[src/smcb_pkg.sv]
// Shared types and constants for the slide motor coast/brake controller.
package smcb_pkg;

    localparam int unsigned TIMER_WIDTH_DEF = 16;

    localparam int unsigned TV_W     = 20;   // target_voltage
    localparam int unsigned TOP_W    = 16;   // pwm_top, duty
    localparam int unsigned TICKS_W  = 16;   // coast_ticks
    localparam int unsigned SAMPLE_W = 16;   // supply_sample
    localparam int unsigned SCALE_W  = 7;    // tv/sample stays below 100 on the slow path
    localparam int unsigned PROD_W   = TOP_W + SCALE_W;

    localparam int unsigned IN_DATA_W  = 24;
    localparam int unsigned OUT_DATA_W = 24;
    localparam int unsigned CFG_IDX_W  = 3;
    localparam int unsigned CFG_DATA_W = 20;

    // configuration register indexes
    localparam logic [CFG_IDX_W-1:0] REG_MOTOR_ENABLE   = 3'd0;
    localparam logic [CFG_IDX_W-1:0] REG_TARGET_VOLTAGE = 3'd1;
    localparam logic [CFG_IDX_W-1:0] REG_PWM_TOP        = 3'd2;
    localparam logic [CFG_IDX_W-1:0] REG_COAST_TICKS    = 3'd3;

    // requested motion codes
    localparam logic [1:0] MOTION_BACK = 2'd0;
    localparam logic [1:0] MOTION_FWD  = 2'd1;
    localparam logic [1:0] MOTION_IDLE = 2'd2;

    localparam logic [TOP_W-1:0] DIV_CONST   = 16'd100;
    localparam logic [TOP_W-1:0] ROUND_LIMIT = 16'd50;

    localparam logic [TV_W-1:0]  TV_RESET    = '0;
    localparam logic [TOP_W-1:0] TOP_RESET   = 16'hFFFF;
    localparam logic [TICKS_W-1:0] TICKS_RESET = 16'd10;

    typedef enum logic [1:0] {
        MODE_RUN   = 2'd0,
        MODE_COAST = 2'd1,
        MODE_BRAKE = 2'd2
    } mode_t;

    typedef enum logic [1:0] {
        T_IDLE,
        T_CALC,
        T_EMIT
    } top_state_t;

    typedef enum logic [2:0] {
        D_IDLE,
        D_DIV,
        D_MUL,
        D_DIV100,
        D_ROUND
    } duty_state_t;

    typedef struct packed {
        logic             start;
        logic [TV_W-1:0]  target_voltage;
        logic [TOP_W-1:0] pwm_top;
        logic [SAMPLE_W-1:0] sample;
    } duty_req_t;

    typedef struct packed {
        logic             done;
        logic [TOP_W-1:0] duty;
    } duty_rsp_t;

endpackage

[src/smcb_duty.sv]
// Bit-serial supply-compensated duty unit: divide, shift-add multiply, divide by 100, round.
module smcb_duty (
    input  logic               aclk,
    input  logic               aresetn,
    input  smcb_pkg::duty_req_t req,
    output smcb_pkg::duty_rsp_t rsp
);
    import smcb_pkg::*;

    duty_state_t state_reg, state_next;
    logic [TOP_W-1:0]  rem_reg,  rem_next;
    logic [TOP_W-1:0]  dvsr_reg, dvsr_next;
    logic [TOP_W-1:0]  dvd_reg,  dvd_next;
    logic [TOP_W-1:0]  quo_reg,  quo_next;
    logic [TOP_W-1:0]  top_reg,  top_next;
    logic [PROD_W-1:0] acc_reg,  acc_next;
    logic [3:0]        cnt_reg,  cnt_next;
    logic [TOP_W-1:0]  res_reg,  res_next;
    logic              done_reg, done_next;

    logic [TOP_W:0]    shifted;
    logic [TOP_W+1:0]  diff;
    logic              ge;
    logic [TOP_W-1:0]  step_rem;
    logic [TOP_W-1:0]  step_quo;
    logic [PROD_W-1:0] s100;
    logic [PROD_W-1:0] mul_acc;
    logic [TOP_W:0]    rounded;

    // one restoring step: bring in the next dividend bit, try a subtract
    always_comb begin
        shifted  = {rem_reg, dvd_reg[TOP_W-1]};
        diff     = {1'b0, shifted} - {2'b00, dvsr_reg};
        ge       = ~diff[TOP_W+1];
        step_rem = ge ? diff[TOP_W-1:0] : shifted[TOP_W-1:0];
        step_quo = {quo_reg[TOP_W-2:0], ge};
    end

    // sample * 100 = (s << 6) + (s << 5) + (s << 2)
    always_comb begin
        s100 = ({{(PROD_W-SAMPLE_W){1'b0}}, req.sample} << 6)
             + ({{(PROD_W-SAMPLE_W){1'b0}}, req.sample} << 5)
             + ({{(PROD_W-SAMPLE_W){1'b0}}, req.sample} << 2);
        mul_acc = {acc_reg[PROD_W-2:0], 1'b0}
                + (quo_reg[SCALE_W-1] ? {{(PROD_W-TOP_W){1'b0}}, top_reg} : '0);
        rounded = {1'b0, quo_reg} + {{TOP_W{1'b0}}, 1'b1};
    end

    always_ff @(posedge aclk) begin
        if (!aresetn) begin
            state_reg <= D_IDLE;
            done_reg  <= 1'b0;
        end else begin
            state_reg <= state_next;
            done_reg  <= done_next;
        end
        rem_reg  <= rem_next;
        dvsr_reg <= dvsr_next;
        dvd_reg  <= dvd_next;
        quo_reg  <= quo_next;
        top_reg  <= top_next;
        acc_reg  <= acc_next;
        cnt_reg  <= cnt_next;
        res_reg  <= res_next;
    end

    always_comb begin
        state_next = state_reg;
        rem_next   = rem_reg;
        dvsr_next  = dvsr_reg;
        dvd_next   = dvd_reg;
        quo_next   = quo_reg;
        top_next   = top_reg;
        acc_next   = acc_reg;
        cnt_next   = cnt_reg;
        res_next   = res_reg;
        done_next  = 1'b0;
        unique case (state_reg)
            D_IDLE: begin
                if (req.start) begin
                    top_next = req.pwm_top;
                    if (s100 <= {{(PROD_W-TV_W){1'b0}}, req.target_voltage}) begin
                        res_next  = req.pwm_top;
                        done_next = 1'b1;
                    end else begin
                        // quotient < 128, so the top 13 dividend bits start below the divisor
                        rem_next   = {{(TOP_W-(TV_W-SCALE_W)){1'b0}},
                                      req.target_voltage[TV_W-1:SCALE_W]};
                        dvd_next   = {req.target_voltage[SCALE_W-1:0], {(TOP_W-SCALE_W){1'b0}}};
                        dvsr_next  = req.sample;
                        quo_next   = '0;
                        cnt_next   = 4'(SCALE_W - 1);
                        state_next = D_DIV;
                    end
                end
            end
            D_DIV: begin
                rem_next = step_rem;
                dvd_next = {dvd_reg[TOP_W-2:0], 1'b0};
                if (cnt_reg == '0) begin
                    // keep the 7-bit scale in the low bits; the multiply takes it MSB-first from bit 6
                    quo_next   = {step_quo[SCALE_W-1:0], {(TOP_W-SCALE_W){1'b0}}} >> (TOP_W-SCALE_W);
                    acc_next   = '0;
                    cnt_next   = 4'(SCALE_W - 1);
                    state_next = D_MUL;
                end else begin
                    quo_next = step_quo;
                    cnt_next = cnt_reg - 4'd1;
                end
            end
            D_MUL: begin
                acc_next = mul_acc;
                quo_next = {quo_reg[TOP_W-2:0], 1'b0};
                if (cnt_reg == '0) begin
                    // product < 100 * 2^16, so its top bits start below 100
                    rem_next   = {{(TOP_W-(PROD_W-TOP_W)){1'b0}}, mul_acc[PROD_W-1:TOP_W]};
                    dvd_next   = mul_acc[TOP_W-1:0];
                    dvsr_next  = DIV_CONST;
                    quo_next   = '0;
                    cnt_next   = 4'(TOP_W - 1);
                    state_next = D_DIV100;
                end else begin
                    cnt_next = cnt_reg - 4'd1;
                end
            end
            D_DIV100: begin
                rem_next = step_rem;
                quo_next = step_quo;
                dvd_next = {dvd_reg[TOP_W-2:0], 1'b0};
                cnt_next = cnt_reg - 4'd1;
                if (cnt_reg == '0) begin
                    state_next = D_ROUND;
                end
            end
            D_ROUND: begin
                if (rem_reg > ROUND_LIMIT) begin
                    res_next = rounded[TOP_W] ? '1 : rounded[TOP_W-1:0];
                end else begin
                    res_next = quo_reg;
                end
                done_next  = 1'b1;
                state_next = D_IDLE;
            end
            default: state_next = D_IDLE;
        endcase
    end

    assign rsp.done = done_reg;
    assign rsp.duty = res_reg;

endmodule

[src/slide_motor_coast_brake_control_core.sv]
// Top level: handshakes, configuration, motor state and the coast/brake decision.
//
//  channel | dir | handshake          | payload
//  s_      | in  | s_tvalid/s_tready  | s_tdata: motion, limits, fault, sample; s_tuser: action
//  m_      | out | m_tvalid/m_tready  | m_tdata: done, duty, phase, decay, pulse, mode
//  cfg_    | in  | cfg_valid/cfg_ready| cfg_index, cfg_data
//
// A tick or a non-driving control transaction goes through T_EMIT into the output register.
// A drive request also waits in T_CALC on the bit-serial duty unit (7-step divide,
// 7-step multiply, 16-step divide by 100, then rounding).
// One transaction is in work at a time; the next is taken once the result sits in the
// output register, which holds it while m_tready is low. Synchronous active-low reset.
module slide_motor_coast_brake_control_core #(
    parameter int unsigned TIMER_WIDTH = smcb_pkg::TIMER_WIDTH_DEF
) (
    input  logic                             aclk,
    input  logic                             aresetn,
    input  logic                             s_tvalid,
    output logic                             s_tready,
    // [1:0] requested_motion, [2] slide_back_limit, [3] slide_front_limit,
    // [4] back_down_limit, [5] back_up_limit, [6] driver_fault, [22:7] supply_sample
    input  logic [smcb_pkg::IN_DATA_W-1:0]   s_tdata,
    // [0] action
    input  logic                             s_tuser,
    output logic                             m_tvalid,
    input  logic                             m_tready,
    // [0] done_res, [16:1] pwm_duty, [17] phase_pin, [18] decay_pin,
    // [19] reset_pulse, [21:20] motor_mode
    output logic [smcb_pkg::OUT_DATA_W-1:0]  m_tdata,
    input  logic                             cfg_valid,
    output logic                             cfg_ready,
    input  logic [smcb_pkg::CFG_IDX_W-1:0]   cfg_index,
    input  logic [smcb_pkg::CFG_DATA_W-1:0]  cfg_data
);
    import smcb_pkg::*;

    localparam int unsigned CMP_W = (TIMER_WIDTH > TICKS_W) ? TIMER_WIDTH : TICKS_W;

    // configuration
    logic               enable_reg;
    logic [TV_W-1:0]    tv_reg;
    logic [TOP_W-1:0]   top_reg;
    logic [TICKS_W-1:0] ticks_reg;

    // motor state
    top_state_t             state_reg, state_next;
    mode_t                  mode_reg,  mode_next;
    logic [TIMER_WIDTH-1:0] timer_reg, timer_next;
    logic [TOP_W-1:0]       duty_reg,  duty_next;
    logic                   phase_reg, phase_next;
    logic                   decay_reg, decay_next;
    logic                   done_reg,  done_next;
    logic                   pulse_reg, pulse_next;

    logic                   m_valid_reg, m_valid_next;
    logic [OUT_DATA_W-1:0]  m_data_reg,  m_data_next;

    duty_req_t duty_req;
    duty_rsp_t duty_rsp;

    logic [1:0]          motion;
    logic                back_lim, front_lim, bdown, bup, fault;
    logic [SAMPLE_W-1:0] sample;
    logic                accept;
    logic                stop_req;
    logic                drive_req;

    // brake procedure outcome from the current state
    mode_t                  brk_mode;
    logic                   brk_decay;
    logic [TIMER_WIDTH-1:0] brk_timer;

    assign cfg_ready = 1'b1;
    assign s_tready  = (state_reg == T_IDLE);
    assign accept    = s_tvalid & s_tready;
    assign m_tvalid  = m_valid_reg;
    assign m_tdata   = m_data_reg;

    assign motion    = s_tdata[1:0];
    assign back_lim  = s_tdata[2];
    assign front_lim = s_tdata[3];
    assign bdown     = s_tdata[4];
    assign bup       = s_tdata[5];
    assign fault     = s_tdata[6];
    assign sample    = s_tdata[22:7];

    always_ff @(posedge aclk) begin
        if (!aresetn) begin
            enable_reg <= 1'b1;
            tv_reg     <= TV_RESET;
            top_reg    <= TOP_RESET;
            ticks_reg  <= TICKS_RESET;
        end else if (cfg_valid && cfg_ready) begin
            unique case (cfg_index)
                REG_MOTOR_ENABLE:   enable_reg <= cfg_data[0];
                REG_TARGET_VOLTAGE: tv_reg     <= cfg_data[TV_W-1:0];
                REG_PWM_TOP:        top_reg    <= cfg_data[TOP_W-1:0];
                REG_COAST_TICKS:    ticks_reg  <= cfg_data[TICKS_W-1:0];
                default: ;
            endcase
        end
    end

    always_comb begin
        brk_mode  = mode_reg;
        brk_decay = decay_reg;
        brk_timer = timer_reg;
        if (mode_reg == MODE_RUN) begin
            brk_mode  = MODE_COAST;
            brk_decay = 1'b1;
            brk_timer = '0;
        end
        if (!(brk_mode == MODE_COAST &&
              CMP_W'(brk_timer) < CMP_W'(ticks_reg))) begin
            brk_mode  = MODE_BRAKE;
            brk_decay = 1'b0;
        end
    end

    assign stop_req = !enable_reg || (bdown && bup) || (motion == MOTION_IDLE) ||
                      (motion == MOTION_BACK && back_lim) ||
                      (motion == MOTION_FWD && front_lim);
    assign drive_req = (motion == MOTION_BACK) || (motion == MOTION_FWD);

    assign duty_req.start          = accept && !s_tuser && !stop_req && drive_req;
    assign duty_req.target_voltage = tv_reg;
    assign duty_req.pwm_top        = top_reg;
    assign duty_req.sample         = sample;

    smcb_duty u_duty (
        .aclk    (aclk),
        .aresetn (aresetn),
        .req     (duty_req),
        .rsp     (duty_rsp)
    );

    always_ff @(posedge aclk) begin
        if (!aresetn) begin
            state_reg   <= T_IDLE;
            mode_reg    <= MODE_BRAKE;
            timer_reg   <= '0;
            duty_reg    <= '0;
            phase_reg   <= 1'b0;
            decay_reg   <= 1'b0;
            m_valid_reg <= 1'b0;
        end else begin
            state_reg   <= state_next;
            mode_reg    <= mode_next;
            timer_reg   <= timer_next;
            duty_reg    <= duty_next;
            phase_reg   <= phase_next;
            decay_reg   <= decay_next;
            m_valid_reg <= m_valid_next;
        end
        done_reg   <= done_next;
        pulse_reg  <= pulse_next;
        m_data_reg <= m_data_next;
    end

    always_comb begin
        state_next   = state_reg;
        mode_next    = mode_reg;
        timer_next   = timer_reg;
        duty_next    = duty_reg;
        phase_next   = phase_reg;
        decay_next   = decay_reg;
        done_next    = done_reg;
        pulse_next   = pulse_reg;
        m_valid_next = m_valid_reg;
        m_data_next  = m_data_reg;

        if (m_valid_reg && m_tready) begin
            m_valid_next = 1'b0;
        end

        unique case (state_reg)
            T_IDLE: begin
                if (accept) begin
                    done_next  = 1'b0;
                    pulse_next = 1'b0;
                    state_next = T_EMIT;
                    if (s_tuser) begin
                        if (timer_reg != '1) begin
                            timer_next = timer_reg + 1'b1;
                        end
                    end else if (stop_req) begin
                        mode_next  = brk_mode;
                        decay_next = brk_decay;
                        timer_next = brk_timer;
                        duty_next  = '0;
                        done_next  = 1'b1;
                    end else if (drive_req) begin
                        phase_next = motion[0];
                        decay_next = 1'b0;
                        mode_next  = MODE_RUN;
                        pulse_next = fault;
                        state_next = T_CALC;
                    end else begin
                        duty_next = '0;
                    end
                end
            end
            T_CALC: begin
                if (duty_rsp.done) begin
                    duty_next  = duty_rsp.duty;
                    state_next = T_EMIT;
                end
            end
            T_EMIT: begin
                if (!m_valid_reg || m_tready) begin
                    m_valid_next = 1'b1;
                    m_data_next  = {2'b00, mode_reg, pulse_reg, decay_reg, phase_reg,
                                    duty_reg, done_reg};
                    state_next   = T_IDLE;
                end
            end
            default: state_next = T_IDLE;
        endcase
    end

endmodule

[config.mk]
export PLATFORM = sky130hd
export DESIGN_NAME = slide_motor_coast_brake_control_core
export DESIGN_NICKNAME = d
export VERILOG_FILES = /design/src/smcb_pkg.sv /design/src/smcb_duty.sv /design/src/slide_motor_coast_brake_control_core.sv
export SDC_FILE = /design/constraint.sdc
export NUM_CORES = 1
export LEC_CHECK = 0
export BUFFER_PORTS_ARGS = -buffer_cell sky130_fd_sc_hd__buf_2
export CORE_MARGIN = 3
export CORE_UTILIZATION = 65
export DETAILED_ROUTE_END_ITERATION = 8
export PLACE_DENSITY = 0.81
export SETUP_SLACK_MARGIN = 0.1
export SLEW_MARGIN = 20
export SYNTH_ARGS = -nofsm -noshare
export SYNTH_HDL_FRONTEND = slang
export SYNTH_SLANG_ARGS = --single-unit
[constraint.sdc]
create_clock -name aclk -period 20.9 [get_ports aclk]
set_input_delay 4.18 -clock aclk [delete_from_list [all_inputs] [get_ports aclk]]
set_output_delay 4.18 -clock aclk [all_outputs]
set_load 0.01 [all_outputs]
==> results by group <==
Finish
  – Most common cell after layout, fill and taps aside: nand2_1
  – Post-route cell area: 14900 um^2
  – Multi-input gate area: 6690 um^2
  – # diodes: 0
  – Proportion of layout cells with a drive suffix above 1: 11.2%
  – Finished Layout Cells: 1703
  – Final core utilization: 75.0%
  – Fillers: 1410
  – Synthesis-to-finish area growth: 11.1%
  – Fin nets: between 1500 and 2000
  – Reg area: 6310 um^2
  – Most frequent cells in the layout: nand2_1, edfxtp_1, a21oi_1, nor2_1, dfxtp_1

Clock network
  – Clock-pin slew on the worst setup and hold paths: 60 ps
  – # H-tree levels: 1
  – Post-cts hold buffer count: 0
  – Max Root-Sink Buffers: 3
  – Setup bufs post-CTS: 0
  – Clock Root Buffer: clkbuf_16
  – Clk Latency, worst-skew pair: between 500 and 600 ps
  – Post-CTS Resized: 0
  – CTS buffer count: 26
  – CTS tree: yes
  – CTS Sinks: between 200 and 250

Drt
  – Routed wire per std cell: 18.2 um
  – Post-route DRC: 0
  – Iteration count of the initial detailed-routing pass: 6
  – Vias per Instance: roughly 6
  – Final ANT Viol Nets: 0
  – Initial drt markers: 997
  – WL final: 31000 um
  – Via count: 10500

Synth
  – Avg Inst Size Synth: 9.88 um^2
  – Yosys warnings: 0
  – Cells after synthesis: 1360
  – Number of enable flip-flop cells after synthesis: 146
  – Count of different cell masters after synthesis: 88
  – Main flop type after synthesis: edfxtp_1
  – Asr flop ratio synth: 0%
  – Seq/Total Area, Yosys: 46.9%
  – Synth Register Bits: 242
  – Netlist Area Pre-Place: 13400 um^2

Worst hold path
  – Min-Delay Path Depth: 0
  – Hold EP: m_tdata[19]$_DFFE_PP_
  – Tightest Hold Check Type: flop to flop
  – Hold Startpoint: pulse_reg$_SDFFCE_PP0P_

STA
  – Max-slew violation count: 0
  – Actual slew at the worst max-slew pin: 1070 ps
  – Final setup skew: 14.4 ps
  – Final Cycle Share: 42.6%
  – Slew HR: between 20% and 30%
  – Fin crit period: 8900 ps
  – FMAX: 0.112 GHz
  – Setup violations, final: 0
  – RSZ-0062 raised after global routing: no
  – TNS Setup: 0 ps
  – Final hold violation count: 0

Setup path
  – FF-to-FF End: u_duty.rem_reg[1]$_DFFE_PP_
  – R2r startpoint: u_duty.quo_reg[6]$_DFFE_PP_
  – R2R depth: 10
  – WP data arrival: 9060 ps
  – Startpoint Class: input pin
  – Setup crit end kind: flop
  – Critical path class: input pin to flop
  – Worst Path Max Fanout: 16
  – CP required: 21050 ps
  – Reg2reg setup slack: 17120 ps

Global routing
  – Global route total overflow: 0
  – GR Util met1: 38.3%
  – First-pass GRT wire length: ~50000 um
  – Met3 usage: 5.33%
  – M2 GR Usage: around 45%
  – Tot GR Track Use: between 20% and 30%
  – Antenna violations before repair: 0
  – GRT busiest layer: met2
  – Largest net degree at the start of global routing: 60
  – Vias in the first global route: 10100

Placed design
  – HPWL after DPL: 22200 um
  – RD Place Congestion: roughly 0.89
  – Placed Cells: approximately 1700
  – Cell area after placement: 14000 um^2
  – IO buf count: 75

Floorplanning
  – Die Y: 150 um
  – Core ar.: 19900 um^2
  – Die width: roughly 150 um
  – Die ar.: 22400 um^2
  – Core Rows: 51
  – I/O pin count: 80
  – Initial Util: 67.5%

Status
  – Status: complete, no violations

Pwr
  – Power density over the cells: 76.8 nW/um^2
  – Pleak: 5.89 nW
  – Total power: 1.15 mW
  – VDD IR max: 66.4 uV

Run
  – Max_cap viols: 0
==> report_power, final <==
part / leakage, nW / switching (mW) / internal [mW]
combinational: 3.37 / 0.0978 / 0.0679
clock: 0.424 / 0.183 / 0.272
sequential: 2.09 / 0.00933 / 0.517
==> cell families after synthesis <==
group,synth area share (%)
compound gates,15.9
xor+xnor,2.93
fa+ha+maj,10.3
buf+inv,3.79
flops,46.9
mux,1.28
other cells,0.0559
simple gates,18.8
==> per-stage QoR <==
step | hold WS [ps] | setup WS, ps
global route | 436 | 11710
detailed placement | 411 | 11460
global placement | 410 | 11270
floorplan | 400 | 11300
CTS | 418 | 11980
finish | 419 | 12000
==> synthesized netlist by cell type (21+ instances only) <==
cell type / instances / area share (%)
ha_1: 87 / 8.1
nand3_1: 39 / 1.5
nor3_1: 21 / 0.78
a21oi_1: 104 / 3.9
o21ai_0: 41 / 1.5
clkbuf_1: 42 / 1.2
nand2_1: 184 / 5.1
and2_1: 51 / 2.4
xnor2_1: 26 / 1.7
inv_1: 75 / 2.1
a21o_1: 27 / 1.5
nor2b_1: 26 / 1.2
dfxtp_1: 96 / 14
edfxtp_1: 146 / 33
nor2_1: 102 / 2.8
==> worst max-delay path by stage <==
stage                     startpoint                           to
after floorplan           s_tdata[7]  u_duty.dvd_reg[0]$_DFFE_PP_
after global placement    s_tdata[7]  u_duty.res_reg[1]$_DFFE_PP_
after detailed placement  s_tdata[7]  u_duty.dvd_reg[0]$_DFFE_PP_
after CTS                 s_tdata[7]  u_duty.rem_reg[0]$_DFFE_PP_
after global routing      s_tdata[7]  u_duty.res_reg[0]$_DFFE_PP_
final                     s_tdata[7]  u_duty.res_reg[1]$_DFFE_PP_
==> layout make-up <==
type                            count  share of cell area [%]
Clock buffer                       40                    5.54
Timing Repair Buffer               82                    3.02
Multi-Input combinational cell    991                    44.8
Inverter                           76                    1.91
Clock inverter                      7                   0.260
Sequential cell                   242                    42.2
Tap cell                          265                    2.22
==> per-layer routing <==
metal / share of wire, % / wire length, um
met5: 0 / 0
met3: 8.1 / 2520
met4: 2.7 / 840
met2: 47 / 14500
met1: 43 / 13200
==> worst max-delay path, stage by stage <==
cell and delay (ps):
buf_2 140, fa_1 490, ha_1 240, fa_1 420
a211oi_1 390, nor4b_2 110, nor3_2 340, o21bai_1 100
a21oi_1 230, xnor2_1 100, ha_1 270, and2_0 140
nand4_1 160, nor4_1 470, a311o_1 200, o211ai_2 160
o31a_1 330, nor3_4 590
Power figures use the tool's default switching activity.
